`src/rtl/gsnc_pkg.sv`:
```
// Package: constants, register codes and the cell judging function of the neighbour counter.
package gsnc_pkg;

	localparam int DEF_MAX_WIDTH  = 256;
	localparam int DEF_TOTAL_BITS = 24;

	localparam int CELL_BITS       = 8;
	localparam int OUT_BITS        = 24;
	localparam int ROW_WIDTH_BITS  = 9;
	localparam int LIMIT_BITS      = 4;
	localparam int CFG_INDEX_BITS  = 4;
	localparam int CFG_DATA_BITS   = 9;
	localparam int WIN_BITS        = 9;

	localparam logic [CELL_BITS-1:0] OCCUPIED_CHAR = 8'h40;

	localparam logic [CFG_INDEX_BITS-1:0] REG_ROW_WIDTH       = 4'd0;
	localparam logic [CFG_INDEX_BITS-1:0] REG_NEIGHBOUR_LIMIT = 4'd1;

	localparam logic [ROW_WIDTH_BITS-1:0] ROW_WIDTH_RESET = 9'd1;
	localparam logic [LIMIT_BITS-1:0]     LIMIT_RESET     = 4'd4;

	// All window bits except the centre.
	localparam logic [WIN_BITS-1:0] NEIGHBOUR_MASK = 9'h1EF;

	// True when the centre cell is occupied and has fewer than limit occupied neighbours.
	function automatic logic cell_counts(logic [WIN_BITS-1:0] win,
			logic [LIMIT_BITS-1:0] limit);
		logic [WIN_BITS-1:0] nb;
		logic [LIMIT_BITS-1:0] n;
		nb = win & NEIGHBOUR_MASK;
		n = '0;
		for (int b = 0; b < WIN_BITS; b++) begin
			n = n + LIMIT_BITS'(nb[b]);
		end
		return win[4] && (n < limit);
	endfunction

endpackage

```
`src/rtl/grid_sparse_neighbour_counter.sv`:
```
// Top level: streaming 3x3 neighbourhood counter of sparse occupied grid cells.
//
// Cells arrive in raster order, one byte per item on the cell channel; a byte equal to '@'
// marks an occupied cell. The two previous rows live in one line memory (two bits per column,
// MAX_WIDTH entries, registered synchronous read), and a 3x3 window of registers slides along
// the current row. Each column costs one read and one write-back of that memory, so the block
// takes one cell per clock while streaming; a write and a read of the same column in the same
// cycle (row width one) are resolved by forwarding the written value. Every occupied cell whose
// occupied neighbours number fewer than neighbour_limit adds one to a saturating total;
// neighbours outside the grid count as empty. After the item that carries final_cell the block
// stalls its input and feeds itself empty cells: the rest of the current row plus one whole
// row, one per clock, then drains the pipeline and hands the total to the output register
// (later while an earlier total still waits there). A clearing pass then writes zero to all
// MAX_WIDTH line memory entries, one per clock, before the next grid may start. The same
// clearing pass runs after reset, with cell_stall high. Write row_width and neighbour_limit
// through the configuration port only between grids, while no cell is in flight.
module grid_sparse_neighbour_counter #(
	parameter int MAX_WIDTH  = gsnc_pkg::DEF_MAX_WIDTH,
	parameter int TOTAL_BITS = gsnc_pkg::DEF_TOTAL_BITS
) (
	input  logic                                 clk,
	input  logic                                 arst_n,
	// cell channel
	input  logic                                 cell_valid,
	output logic                                 cell_stall,
	input  logic [gsnc_pkg::CELL_BITS-1:0]       cell_byte,
	input  logic                                 final_cell,
	// total channel
	output logic                                 total_valid,
	input  logic                                 total_stall,
	output logic [gsnc_pkg::OUT_BITS-1:0]        sparse_total,
	// configuration write channel
	input  logic                                 cfg_valid,
	output logic                                 cfg_ready,
	input  logic [gsnc_pkg::CFG_INDEX_BITS-1:0]  cfg_index,
	input  logic [gsnc_pkg::CFG_DATA_BITS-1:0]   cfg_data
);

	// column index, live width (holds MAX_WIDTH), compare width, total widths
	localparam int CW = (MAX_WIDTH > 1) ? $clog2(MAX_WIDTH) : 1;
	localparam int LW = $clog2(MAX_WIDTH + 1);
	localparam int XW = (LW > gsnc_pkg::ROW_WIDTH_BITS) ? LW : gsnc_pkg::ROW_WIDTH_BITS;
	localparam int TW = TOTAL_BITS;
	localparam int EW = (TW > gsnc_pkg::OUT_BITS) ? TW : gsnc_pkg::OUT_BITS;
	localparam logic [TW-1:0] TOTAL_MAX = {TW{1'b1}};
	localparam logic [CW-1:0] LAST_COL  = CW'(MAX_WIDTH - 1);

	typedef enum logic [1:0] {
		ST_RUN,
		ST_FLUSH,
		ST_DRAIN,
		ST_CLEAR
	} state_t;

	state_t state_q;
	logic   two_rows_q;
	logic [CW-1:0] clr_q;
	logic   total_valid_q;
	logic [gsnc_pkg::OUT_BITS-1:0] sparse_total_q;

	// configuration registers
	logic [gsnc_pkg::ROW_WIDTH_BITS-1:0] row_width_q;
	logic [gsnc_pkg::LIMIT_BITS-1:0]     limit_q;

	// stream state
	logic [CW-1:0]                 col_q;
	logic [gsnc_pkg::WIN_BITS-1:0] window_q;
	logic [1:0]                    rows_seen_q;
	logic [TW-1:0]                 total_q;

	// line memory: bit 0 holds the row two above, bit 1 the previous row
	logic [1:0] line_mem [MAX_WIDTH];
	logic [1:0] mem_rd_s1;
	logic       mem_we;
	logic [CW-1:0] mem_wa;
	logic [1:0] mem_wd;

	// stage 1 registers, aligned with the memory read data
	logic          valid_s1;
	logic          occ_s1;
	logic [CW-1:0] col_s1;
	logic          row_end_s1;
	logic          fwd_hit_s1;
	logic [1:0]    fwd_s1;

	logic accept_cell;
	logic step;
	logic step_occ;
	logic [LW-1:0] live_w;
	logic [XW-1:0] rw_x;
	logic [LW-1:0] col_inc;
	logic row_end;
	logic emit;

	logic [1:0] line_cur;
	logic [gsnc_pkg::WIN_BITS-1:0] win_new;
	logic judge_a;
	logic judge_b;
	logic [1:0] inc;
	logic [TW:0] sum;
	logic [TW-1:0] total_next;
	logic [EW-1:0] total_ext;

	assign cfg_ready    = 1'b1;
	assign cell_stall   = (state_q != ST_RUN);
	assign total_valid  = total_valid_q;
	assign sparse_total = sparse_total_q;

	assign accept_cell = cell_valid && !cell_stall;
	// a step is a real cell or an empty cell injected during the flush
	assign step     = accept_cell || (state_q == ST_FLUSH);
	assign step_occ = accept_cell && (cell_byte == gsnc_pkg::OCCUPIED_CHAR);

	// clamp the width register into 1..MAX_WIDTH
	assign rw_x = XW'(row_width_q);
	always_comb begin
		if (row_width_q == '0) begin
			live_w = LW'(1);
		end else if (rw_x > XW'(MAX_WIDTH)) begin
			live_w = LW'(MAX_WIDTH);
		end else begin
			live_w = LW'(rw_x);
		end
	end

	// a row ends when the next column would reach the width (also after a width cut)
	assign col_inc = LW'(col_q) + LW'(1);
	assign row_end = (col_inc >= live_w);

	// output slot free and pipeline empty: hand over the total and start clearing
	assign emit = (state_q == ST_DRAIN) && !valid_s1 && (!total_valid_q || !total_stall);

	// configuration writes
	always_ff @(posedge clk or negedge arst_n) begin
		if (!arst_n) begin
			row_width_q <= gsnc_pkg::ROW_WIDTH_RESET;
			limit_q     <= gsnc_pkg::LIMIT_RESET;
		end else if (cfg_valid && cfg_ready) begin
			case (cfg_index)
				gsnc_pkg::REG_ROW_WIDTH: begin
					row_width_q <= cfg_data[gsnc_pkg::ROW_WIDTH_BITS-1:0];
				end
				gsnc_pkg::REG_NEIGHBOUR_LIMIT: begin
					limit_q <= cfg_data[gsnc_pkg::LIMIT_BITS-1:0];
				end
				default: begin
				end
			endcase
		end
	end

	// sequencer: stream, flush, drain, clear; also holds the output register
	always_ff @(posedge clk or negedge arst_n) begin
		if (!arst_n) begin
			state_q        <= ST_CLEAR;
			two_rows_q     <= 1'b0;
			clr_q          <= '0;
			total_valid_q  <= 1'b0;
			sparse_total_q <= '0;
		end else begin
			// raise the output valid on hand-over, drop it once the total is taken
			if (emit) begin
				total_valid_q <= 1'b1;
			end else if (total_valid_q && !total_stall) begin
				total_valid_q <= 1'b0;
			end
			case (state_q)
				ST_RUN: begin
					if (accept_cell && final_cell) begin
						// finish a partial row first, then one empty row
						two_rows_q <= !row_end;
						state_q    <= ST_FLUSH;
					end
				end
				ST_FLUSH: begin
					if (row_end) begin
						if (two_rows_q) begin
							two_rows_q <= 1'b0;
						end else begin
							state_q <= ST_DRAIN;
						end
					end
				end
				ST_DRAIN: begin
					if (emit) begin
						sparse_total_q <= total_ext[gsnc_pkg::OUT_BITS-1:0];
						clr_q          <= '0;
						state_q        <= ST_CLEAR;
					end
				end
				ST_CLEAR: begin
					clr_q <= clr_q + CW'(1);
					if (clr_q == LAST_COL) begin
						state_q <= ST_RUN;
					end
				end
				default: begin
					state_q <= ST_CLEAR;
				end
			endcase
		end
	end

	// memory write port: clearing pass or write-back of the cell in stage 1
	always_comb begin
		if (state_q == ST_CLEAR) begin
			mem_we = 1'b1;
			mem_wa = clr_q;
			mem_wd = 2'b00;
		end else begin
			mem_we = valid_s1;
			mem_wa = col_s1;
			mem_wd = {occ_s1, line_cur[1]};
		end
	end

	// line memory, read every cycle at the current column
	always_ff @(posedge clk) begin
		if (mem_we) begin
			line_mem[mem_wa] <= mem_wd;
		end
		mem_rd_s1 <= line_mem[col_q];
	end

	// stage 1 control
	always_ff @(posedge clk or negedge arst_n) begin
		if (!arst_n) begin
			valid_s1 <= 1'b0;
			col_q    <= '0;
		end else begin
			valid_s1 <= step;
			if (emit) begin
				col_q <= '0;
			end else if (step) begin
				col_q <= row_end ? '0 : CW'(col_inc);
			end
		end
	end

	// stage 1 payload; forward a write-back to the column read in the same cycle
	always_ff @(posedge clk) begin
		if (step) begin
			occ_s1     <= step_occ;
			col_s1     <= col_q;
			row_end_s1 <= row_end;
			fwd_hit_s1 <= valid_s1 && (col_s1 == col_q);
			fwd_s1     <= mem_wd;
		end
	end

	// stage 2: build the window column, judge the centre (and the edge cell at row end)
	assign line_cur = fwd_hit_s1 ? fwd_s1 : mem_rd_s1;
	assign win_new  = {occ_s1, line_cur[1], line_cur[0], window_q[8:3]};
	assign judge_a  = (rows_seen_q != 2'd0) && gsnc_pkg::cell_counts(win_new, limit_q);
	assign judge_b  = row_end_s1 && (rows_seen_q != 2'd0)
		&& gsnc_pkg::cell_counts({3'b000, win_new[8:3]}, limit_q);
	assign inc      = 2'(judge_a) + 2'(judge_b);
	assign sum      = (TW + 1)'(total_q) + (TW + 1)'(inc);
	assign total_next = (sum > (TW + 1)'(TOTAL_MAX)) ? TOTAL_MAX : sum[TW-1:0];
	assign total_ext  = EW'(total_q);

	always_ff @(posedge clk or negedge arst_n) begin
		if (!arst_n) begin
			window_q    <= '0;
			rows_seen_q <= '0;
			total_q     <= '0;
		end else if (emit) begin
			window_q    <= '0;
			rows_seen_q <= '0;
			total_q     <= '0;
		end else if (valid_s1) begin
			total_q <= total_next;
			if (row_end_s1) begin
				window_q <= '0;
				if (rows_seen_q != 2'd2) begin
					rows_seen_q <= rows_seen_q + 2'd1;
				end
			end else begin
				window_q <= win_new;
			end
		end
	end

endmodule

```
`config.mk`:
```
export PLATFORM = sky130hd
export DESIGN_NAME = grid_sparse_neighbour_counter
export DESIGN_NICKNAME = d
export VERILOG_FILES = /design/src/rtl/gsnc_pkg.sv /design/src/rtl/grid_sparse_neighbour_counter.sv
export SDC_FILE = /design/constraint.sdc
export NUM_CORES = 1
export LEC_CHECK = 0
export BUFFER_PORTS_ARGS = -buffer_cell sky130_fd_sc_hd__buf_2
export CAP_MARGIN = 5
export CORE_MARGIN = 5
export CORE_UTILIZATION = 63
export DETAILED_ROUTE_END_ITERATION = 16
export PLACE_DENSITY = 0.82
export SKIP_LAST_GASP = 1
export SYNTH_ARGS = -nofsm -noshare
export SYNTH_HDL_FRONTEND = slang
export SYNTH_SLANG_ARGS = --single-unit
```
`constraint.sdc`:
```
create_clock -name clk -period 9 [get_ports clk]
set_input_delay 1.8 -clock clk [delete_from_list [all_inputs] [get_ports clk]]
set_output_delay 1.8 -clock clk [all_outputs]
set_load 0.005 [all_outputs]
```
### Word-level counts from Yosys, hierarchy flattened

Memory sizes are Yosys's and may differ from the RTL's. A register that Yosys moved wholly into a read port is not among the register bits.
Cells that the tools add are included.
Widths: inputs -> output; s select.

| cells by class | value |
|---|---|
| reductions and logical operators | 38 |
| $lt $le $gt $ge | 5 |
| add/sub/neg operators | 16 |
| equality and inequality tests | 13 |
| multiplexer cells | 34 |

Operators with widths:

| cell | number |
|---|---|
| $mux 24 | 3 |
| $mux 9 | 5 |
| $mux 8 | 5 |
| $add 24x2->25 | 1 |
| $gt 25x24->1 const B | 1 |
| $mux 2 | 11 |
| $add 4x1->4 | 5 |
| $reduce_bool 2->1 | 9 |
| $pmux 8 s2 | 1 |
| $logic_and 1x1->1 | 12 |
| $ne 2x2->1 const B | 6 |
| $add 8x1->9 const B | 1 |
| $ge 9x9->1 | 1 |
| $gt 9x9->1 const B | 1 |
| $logic_not 9->1 | 1 |
| $add 3x1->4 | 2 |
| $add 8x1->8 const B | 1 |
| $eq 8x7->1 const B | 1 |
| $eq 8x8->1 | 1 |
| $eq 8x8->1 const B | 1 |
| $lt 4x4->1 | 2 |
| $pmux 2 s4 | 1 |
| $reduce_and 2->1 | 4 |
| $mux 1 | 7 |
| 13 further kinds | 23 |

| word-level totals | value |
|---|---|
| word-level logic and storage cells | 124 |
| memories kept | 1 |
| RAM bits | 512 |
| register bits after elaboration | 106 |

Memories:

| name | words | width | rd ports | clocked after memory_dff | write ports | line | source |
|---|---|---|---|---|---|---|---|
| line_mem | 256 | 2 | 1 | 1 | 1 | grid_sparse_neighbour_counter.sv:72 | `logic [1:0] line_mem [MAX_WIDTH];` |

### Longest topological paths before layout

| logic depth | value |
|---|---|
| depth after elaboration | 16 |
| gate-level depth with buffers | 20 |

### Worst setup path before layout

No wires, ideal clock.

| path | value |
|---|---|
| kind | register to register |
| start | reg state_q[0] |
| end | reg fwd_s1[0] (data pin) |
| period minus slack after synthesis | 8.298 ns |
| setup slack | 0.702 ns |
| library setup time | 1.398 ns |
| stages on the path, launching flop included | 5 |
| data arrival time | 6.901 ns |
| cells stage by stage | dfstp_2 -> ha_1 -> clkbuf_1 -> clkbuf_1 -> nor2_1 |

| on the way | value |
|---|---|
| word-level cells in the longest chain between the ends | 2 |

Ends and longest elaborated chain:

| item | line | source |
|---|---|---|
| start: declaration | grid_sparse_neighbour_counter.sv:55 | `state_t state_q;` |
| start signal: assignment | grid_sparse_neighbour_counter.sv:155 | `state_q <= ST_CLEAR;` |
| start signal: assignment | grid_sparse_neighbour_counter.sv:172 | `state_q <= ST_FLUSH;` |
| start signal: assignment | grid_sparse_neighbour_counter.sv:180 | `state_q <= ST_DRAIN;` |
| $eq 2x2->1 | grid_sparse_neighbour_counter.sv:206 | `if (state_q == ST_CLEAR) begin` |
| $mux 2 | grid_sparse_neighbour_counter.sv:206 |  |
| net mem_wd[0] | grid_sparse_neighbour_counter.sv:76 | `logic [1:0] mem_wd;` |
| end signal: assignment | grid_sparse_neighbour_counter.sv:247 | `fwd_s1 <= mem_wd;` |
| end: declaration | grid_sparse_neighbour_counter.sv:84 | `logic [1:0] fwd_s1;` |

The timed path passes the listed nets, and every way through them passes these cells.
A chain may end at the register's enable or synchronous reset.

### Final worst setup path

| path | value |
|---|---|
| start | reg window_q[6] (netlist name) |
| end | reg total_q[8], in the netlist total_ext[8] |

| on the way | value |
|---|---|
| word-level cells in the longest chain between the ends | 14 |

Ends and longest elaborated chain:

| item | line | source |
|---|---|---|
| start: declaration | grid_sparse_neighbour_counter.sv:67 | `logic [gsnc_pkg::WIN_BITS-1:0] window_q;` |
| start signal: assignment | grid_sparse_neighbour_counter.sv:279 | `window_q <= win_new;` |
| $add 3x1->4 | gsnc_pkg.sv:34 | `n = n + LIMIT_BITS'(nb[b]);` |
| $add 4x1->4 (4 in a row) | gsnc_pkg.sv:34 |  |
| $lt 4x4->1 | gsnc_pkg.sv:36 | `return win[4] && (n < limit);` |
| $logic_and 1x1->1 | gsnc_pkg.sv:36 |  |
| $logic_and 1x1->1 | grid_sparse_neighbour_counter.sv:254 | `assign judge_a = (rows_seen_q != 2'd0) && gsnc_pkg::cell_counts(win_new, limit_q);` |
| $add 1x1->2 * | grid_sparse_neighbour_counter.sv:257 | `assign inc = 2'(judge_a) + 2'(judge_b);` |
| $add 24x2->25 * | grid_sparse_neighbour_counter.sv:258 | `assign sum = (TW + 1)'(total_q) + (TW + 1)'(inc);` |
| $gt 25x24->1 | grid_sparse_neighbour_counter.sv:259 | `assign total_next = (sum > (TW + 1)'(TOTAL_MAX)) ? TOTAL_MAX : sum[TW-1:0];` |
| $mux 24 * | grid_sparse_neighbour_counter.sv:259 |  |
| $mux 24 * | grid_sparse_neighbour_counter.sv:271 | `end else if (valid_s1) begin` |
| $mux 24 * | grid_sparse_neighbour_counter.sv:267 | `end else if (emit) begin` |
| end signal: assignment | grid_sparse_neighbour_counter.sv:272 | `total_q <= total_next;` |
| end: declaration | grid_sparse_neighbour_counter.sv:69 | `logic [TW-1:0] total_q;` |

Every way passes the cells marked *; elsewhere a longest branch is shown, timed or not. The select of a mux whose other input is x is not followed.

==> impl_metrics.env <==
export IMPL_drc=0
export IMPL_die_area_mm2=0.04644
export IMPL_syn_area_mm2=0.02661
export IMPL_vias_per_cell=6.584
export IMPL_synth_edf_count=525
export IMPL_final_util=0.6933
export IMPL_tns_ps=0
export IMPL_wl_um=58740
export IMPL_final_cells=2457
export IMPL_placed_cells=2349
export IMPL_synth_top_cell_area_share=0.5925
export IMPL_reg2reg_from="window_q[6]"
export IMPL_worst_pin_slew_ps=1265
export IMPL_drive_above_1_share=0.1314
export IMPL_start_util=0.6357
export IMPL_syn_nets=1928
export IMPL_dpl_cell_area_mm2=0.02706
export IMPL_htree_num_levels=2
export IMPL_cts_tree="yes"
export IMPL_cp_common_cell="fa_1"
export IMPL_slowest_delay_ps=540
export IMPL_die_h_um=215.5
export IMPL_grt_max_degree=258
export IMPL_fin_worst_skew_ps=11.56
export IMPL_async_flop_share=0.1459
export IMPL_num_antenna_cells=0
export IMPL_hold_buffers=0
export IMPL_final_nets=1934
export IMPL_cp_start_kind="flip-flop"
export IMPL_ys_ff_latch=617
export IMPL_final_area_mm2=0.02902
export IMPL_crit_chain="inv_1 -> fa_1 -> fa_1 -> fa_1 -> inv_1 -> ha_1 -> fa_1 -> ha_1 -> a21o_1 -> a21o_1 -> a2111oi_0 -> fa_1 -> ha_1 -> nand3_1 -> or2_2 -> nor3_4 -> nand2_1 -> o21ai_0 -> a22o_1"
export IMPL_synth_top_area_cell="edfxtp_1"
export IMPL_hpwl_um=34190
export IMPL_power_per_cell_area_mw_per_mm2=301.8
export IMPL_cp_slowest_cell="a2111oi_0"
export IMPL_gp_congestion=0.8540
export IMPL_min_path_type="reg2reg"
export IMPL_clock_sinks=617
export IMPL_grt_usage=0.2523
export IMPL_status="finished, final reports clean"
export IMPL_synth_cell_types=64
export IMPL_root_buffer="clkbuf_16"
export IMPL_rsz0062_at_grt="no"
export IMPL_ir_drop_mv=0.3474
export IMPL_synth_area_per_cell_um2=14.27
export IMPL_rows=75
export IMPL_grt_pass1_vias=16510
export IMPL_drv_slew=0
export IMPL_max_freq_mhz=166.7
export IMPL_min_period_over_period=0.6665
export IMPL_core_mm2=0.04185
export IMPL_nFillCells=2665
export IMPL_leakagePower_nw=9.818
export IMPL_hold_violations=0
export IMPL_cpLargestDelayFamily="adder cells"
export IMPL_worst_setup_path_end_kind="flip-flop"
export IMPL_hold_ws_ps=466.7
export IMPL_cts_resized_gates=0
export IMPL_arrival_ps=6550
export IMPL_boundaryPins=54
export IMPL_cts_setup_buffers=0
export IMPL_clockBufferDepth=3
export IMPL_timing_slew_headroom=0.1568
export IMPL_cp_num_buf_inv=2
export IMPL_period_minus_slack_ps=5999
export IMPL_drv_cap=0
export IMPL_grt_pass1_wl_um=91770
export IMPL_yosys_warnings=0
export IMPL_clock_latency_ps=620
export IMPL_synth_area_leaders="edfxtp_1, dfrtp_1, mux4_2"
export IMPL_drt_initial_drc_count=1992
export IMPL_syn_to_final_growth_pct=9.057
export IMPL_yosysSeqAreaShare=0.6789
export IMPL_cp_required_ps=9550
export IMPL_crit_fanout=16
export IMPL_critPathKind="reg2reg"
export IMPL_ant_nets=0
export IMPL_cts_inserted_buffers=59
export IMPL_min_from="sparse_total[5]"
export IMPL_antenna_found_initial=0
export IMPL_vias=16180
export IMPL_die_w_um=215.5
export IMPL_wl_per_cell_um=23.91
export IMPL_finalSetupViolCount=0
export IMPL_grt_overflow=0
export IMPL_crit_start="window_q[6]"
export IMPL_syn_instance_count=1865
export IMPL_ys_flop_type="edfxtp_1"
export IMPL_portBuffers=52
export IMPL_path_clk_slew_ps=60
export IMPL_first_pass_iters=6
[cells in the final DEF, fill, tap and decap left out, drive strengths merged, types with 3 or more instances in the layout]
cell    Yosys  final
buf        48     69
a211oi     18     18
fa          7      7
nand2     167    167
a31oi       6      6
mux2       13     13
o22ai      18     18
o221ai     16     16
a21oi      49     49
xor2        5      5
nor3       13     13
nor2      286    286
a21o       10     10
o32ai       9      9
dfrtp      86     86
a32o        5      5
a22o        8      8
and3        7      7
dfstp       4      4
nand3      26     26
bufinv      0      7
nand3b      6      6
nand4       8      8
clkinv      1     20
o211ai      5      5
edfxtp    525    525
ha         29     29
nor4        7      7
clkbuf     76     81
inv        41     42
o31ai       3      3
nand2b     11     11
o21ai      68     68
xnor2      12     12
a221oi     48     48
mux4       64     64
and2        3      3
mux2i     136    136
[tightest hold or removal path: cells and delay by family, from the launching register on]
family,cells,cell delay [ps]
DFF,1,340
and+or+nand+nor,2,100
[cells by family after synthesis]
kind of cell             share of synthesized area
multiplexers                                0.1108
other                                    0.0001409
XOR/XNOR                                  0.005596
AND/OR/NAND/NOR                            0.08516
buffers and inverters                      0.03071
adder cells (fa/ha/maj)                    0.01890
AO/OA/AOI/OAI                              0.06979
flip-flops                                  0.6789
[synthesized netlist by cell type (14+ instances only)]
cell      instances
nor2_1          286
edfxtp_1        525
a211oi_1         18
mux4_2           64
a221oi_1         45
ha_1             29
nand3_1          26
o22ai_1          18
o221ai_1         14
buf_2            23
inv_1            41
nand2_1         167
mux2i_1         136
clkbuf_1         76
dfrtp_1          86
o21ai_0          65
a21oi_1          49
[where the power goes]
| group | switching (W) | total, W | internal [W] |
|---|---|---|---|
| Clock | 0.00104 | 0.00251 | 0.00146 |
| Combinational | 0.00156 | 0.00232 | 0.000754 |
| Sequential | 0.000186 | 0.00393 | 0.00375 |
[through the flow]
step           total power [W]  worst slack, ps
2_1_floorplan         0.005733            701.7
3_3_place_gp          0.006181             3146
3_5_place_dp          0.006268             3000
4_1_cts               0.008765             2988
5_1_grt               0.009143             2594
6_report              0.008756             3001
[area by class of cell]
cell class                 count  area [um2]  area share
multi-input combinational   1082        7760      0.2674
clock buffer                  81        1632     0.05623
tap                          539       674.4     0.02324
clock inverter                27       320.3     0.01104
timing repair buffer          69       402.9     0.01388
sequential                   617       18070      0.6227
inverter                      42       157.7    0.005433
[routing by layer]
metal | track usage | part of all wire
met1 | 0.3311 | 0.37
met4 | 0.09537 | 0.042
met5 | 0 | 0
met2 | 0.4256 | 0.50
met3 | 0.04835 | 0.087
[state kept, by name, indices dropped and copies added (netlist names)]
signal / count
clr_q: 8
col_q: 8
col_s1: 8
fwd_hit_s1: 1
fwd_s1: 2
limit_q: 4
line_mem: 512
mem_rd_s1: 2
occ_s1: 1
row_end_s1: 1
row_width_q: 9
rows_seen_q: 2
sparse_total: 24
state_q: 2
total_ext: 24
total_valid: 1
two_rows_q: 1
valid_s1: 1
window_q: 6
[final timing paths]
| path | endpoint | slack (ps) | cells past startpoint |
|---|---|---|---|
| hold reg to reg | sparse_total[5] | 470 | 2 |
| min in group asynchronous | row_width_q[5] | 1020 | 1 |
| max in group asynchronous | total_ext[18] | 6760 | 2 |
| setup / recovery | total_ext[8] | 3000 | 19 |
| hold / removal | sparse_total[5] | 470 | 2 |
| setup reg to reg | total_ext[8] | 3000 | 19 |
Power figures use the tool's default switching activity.
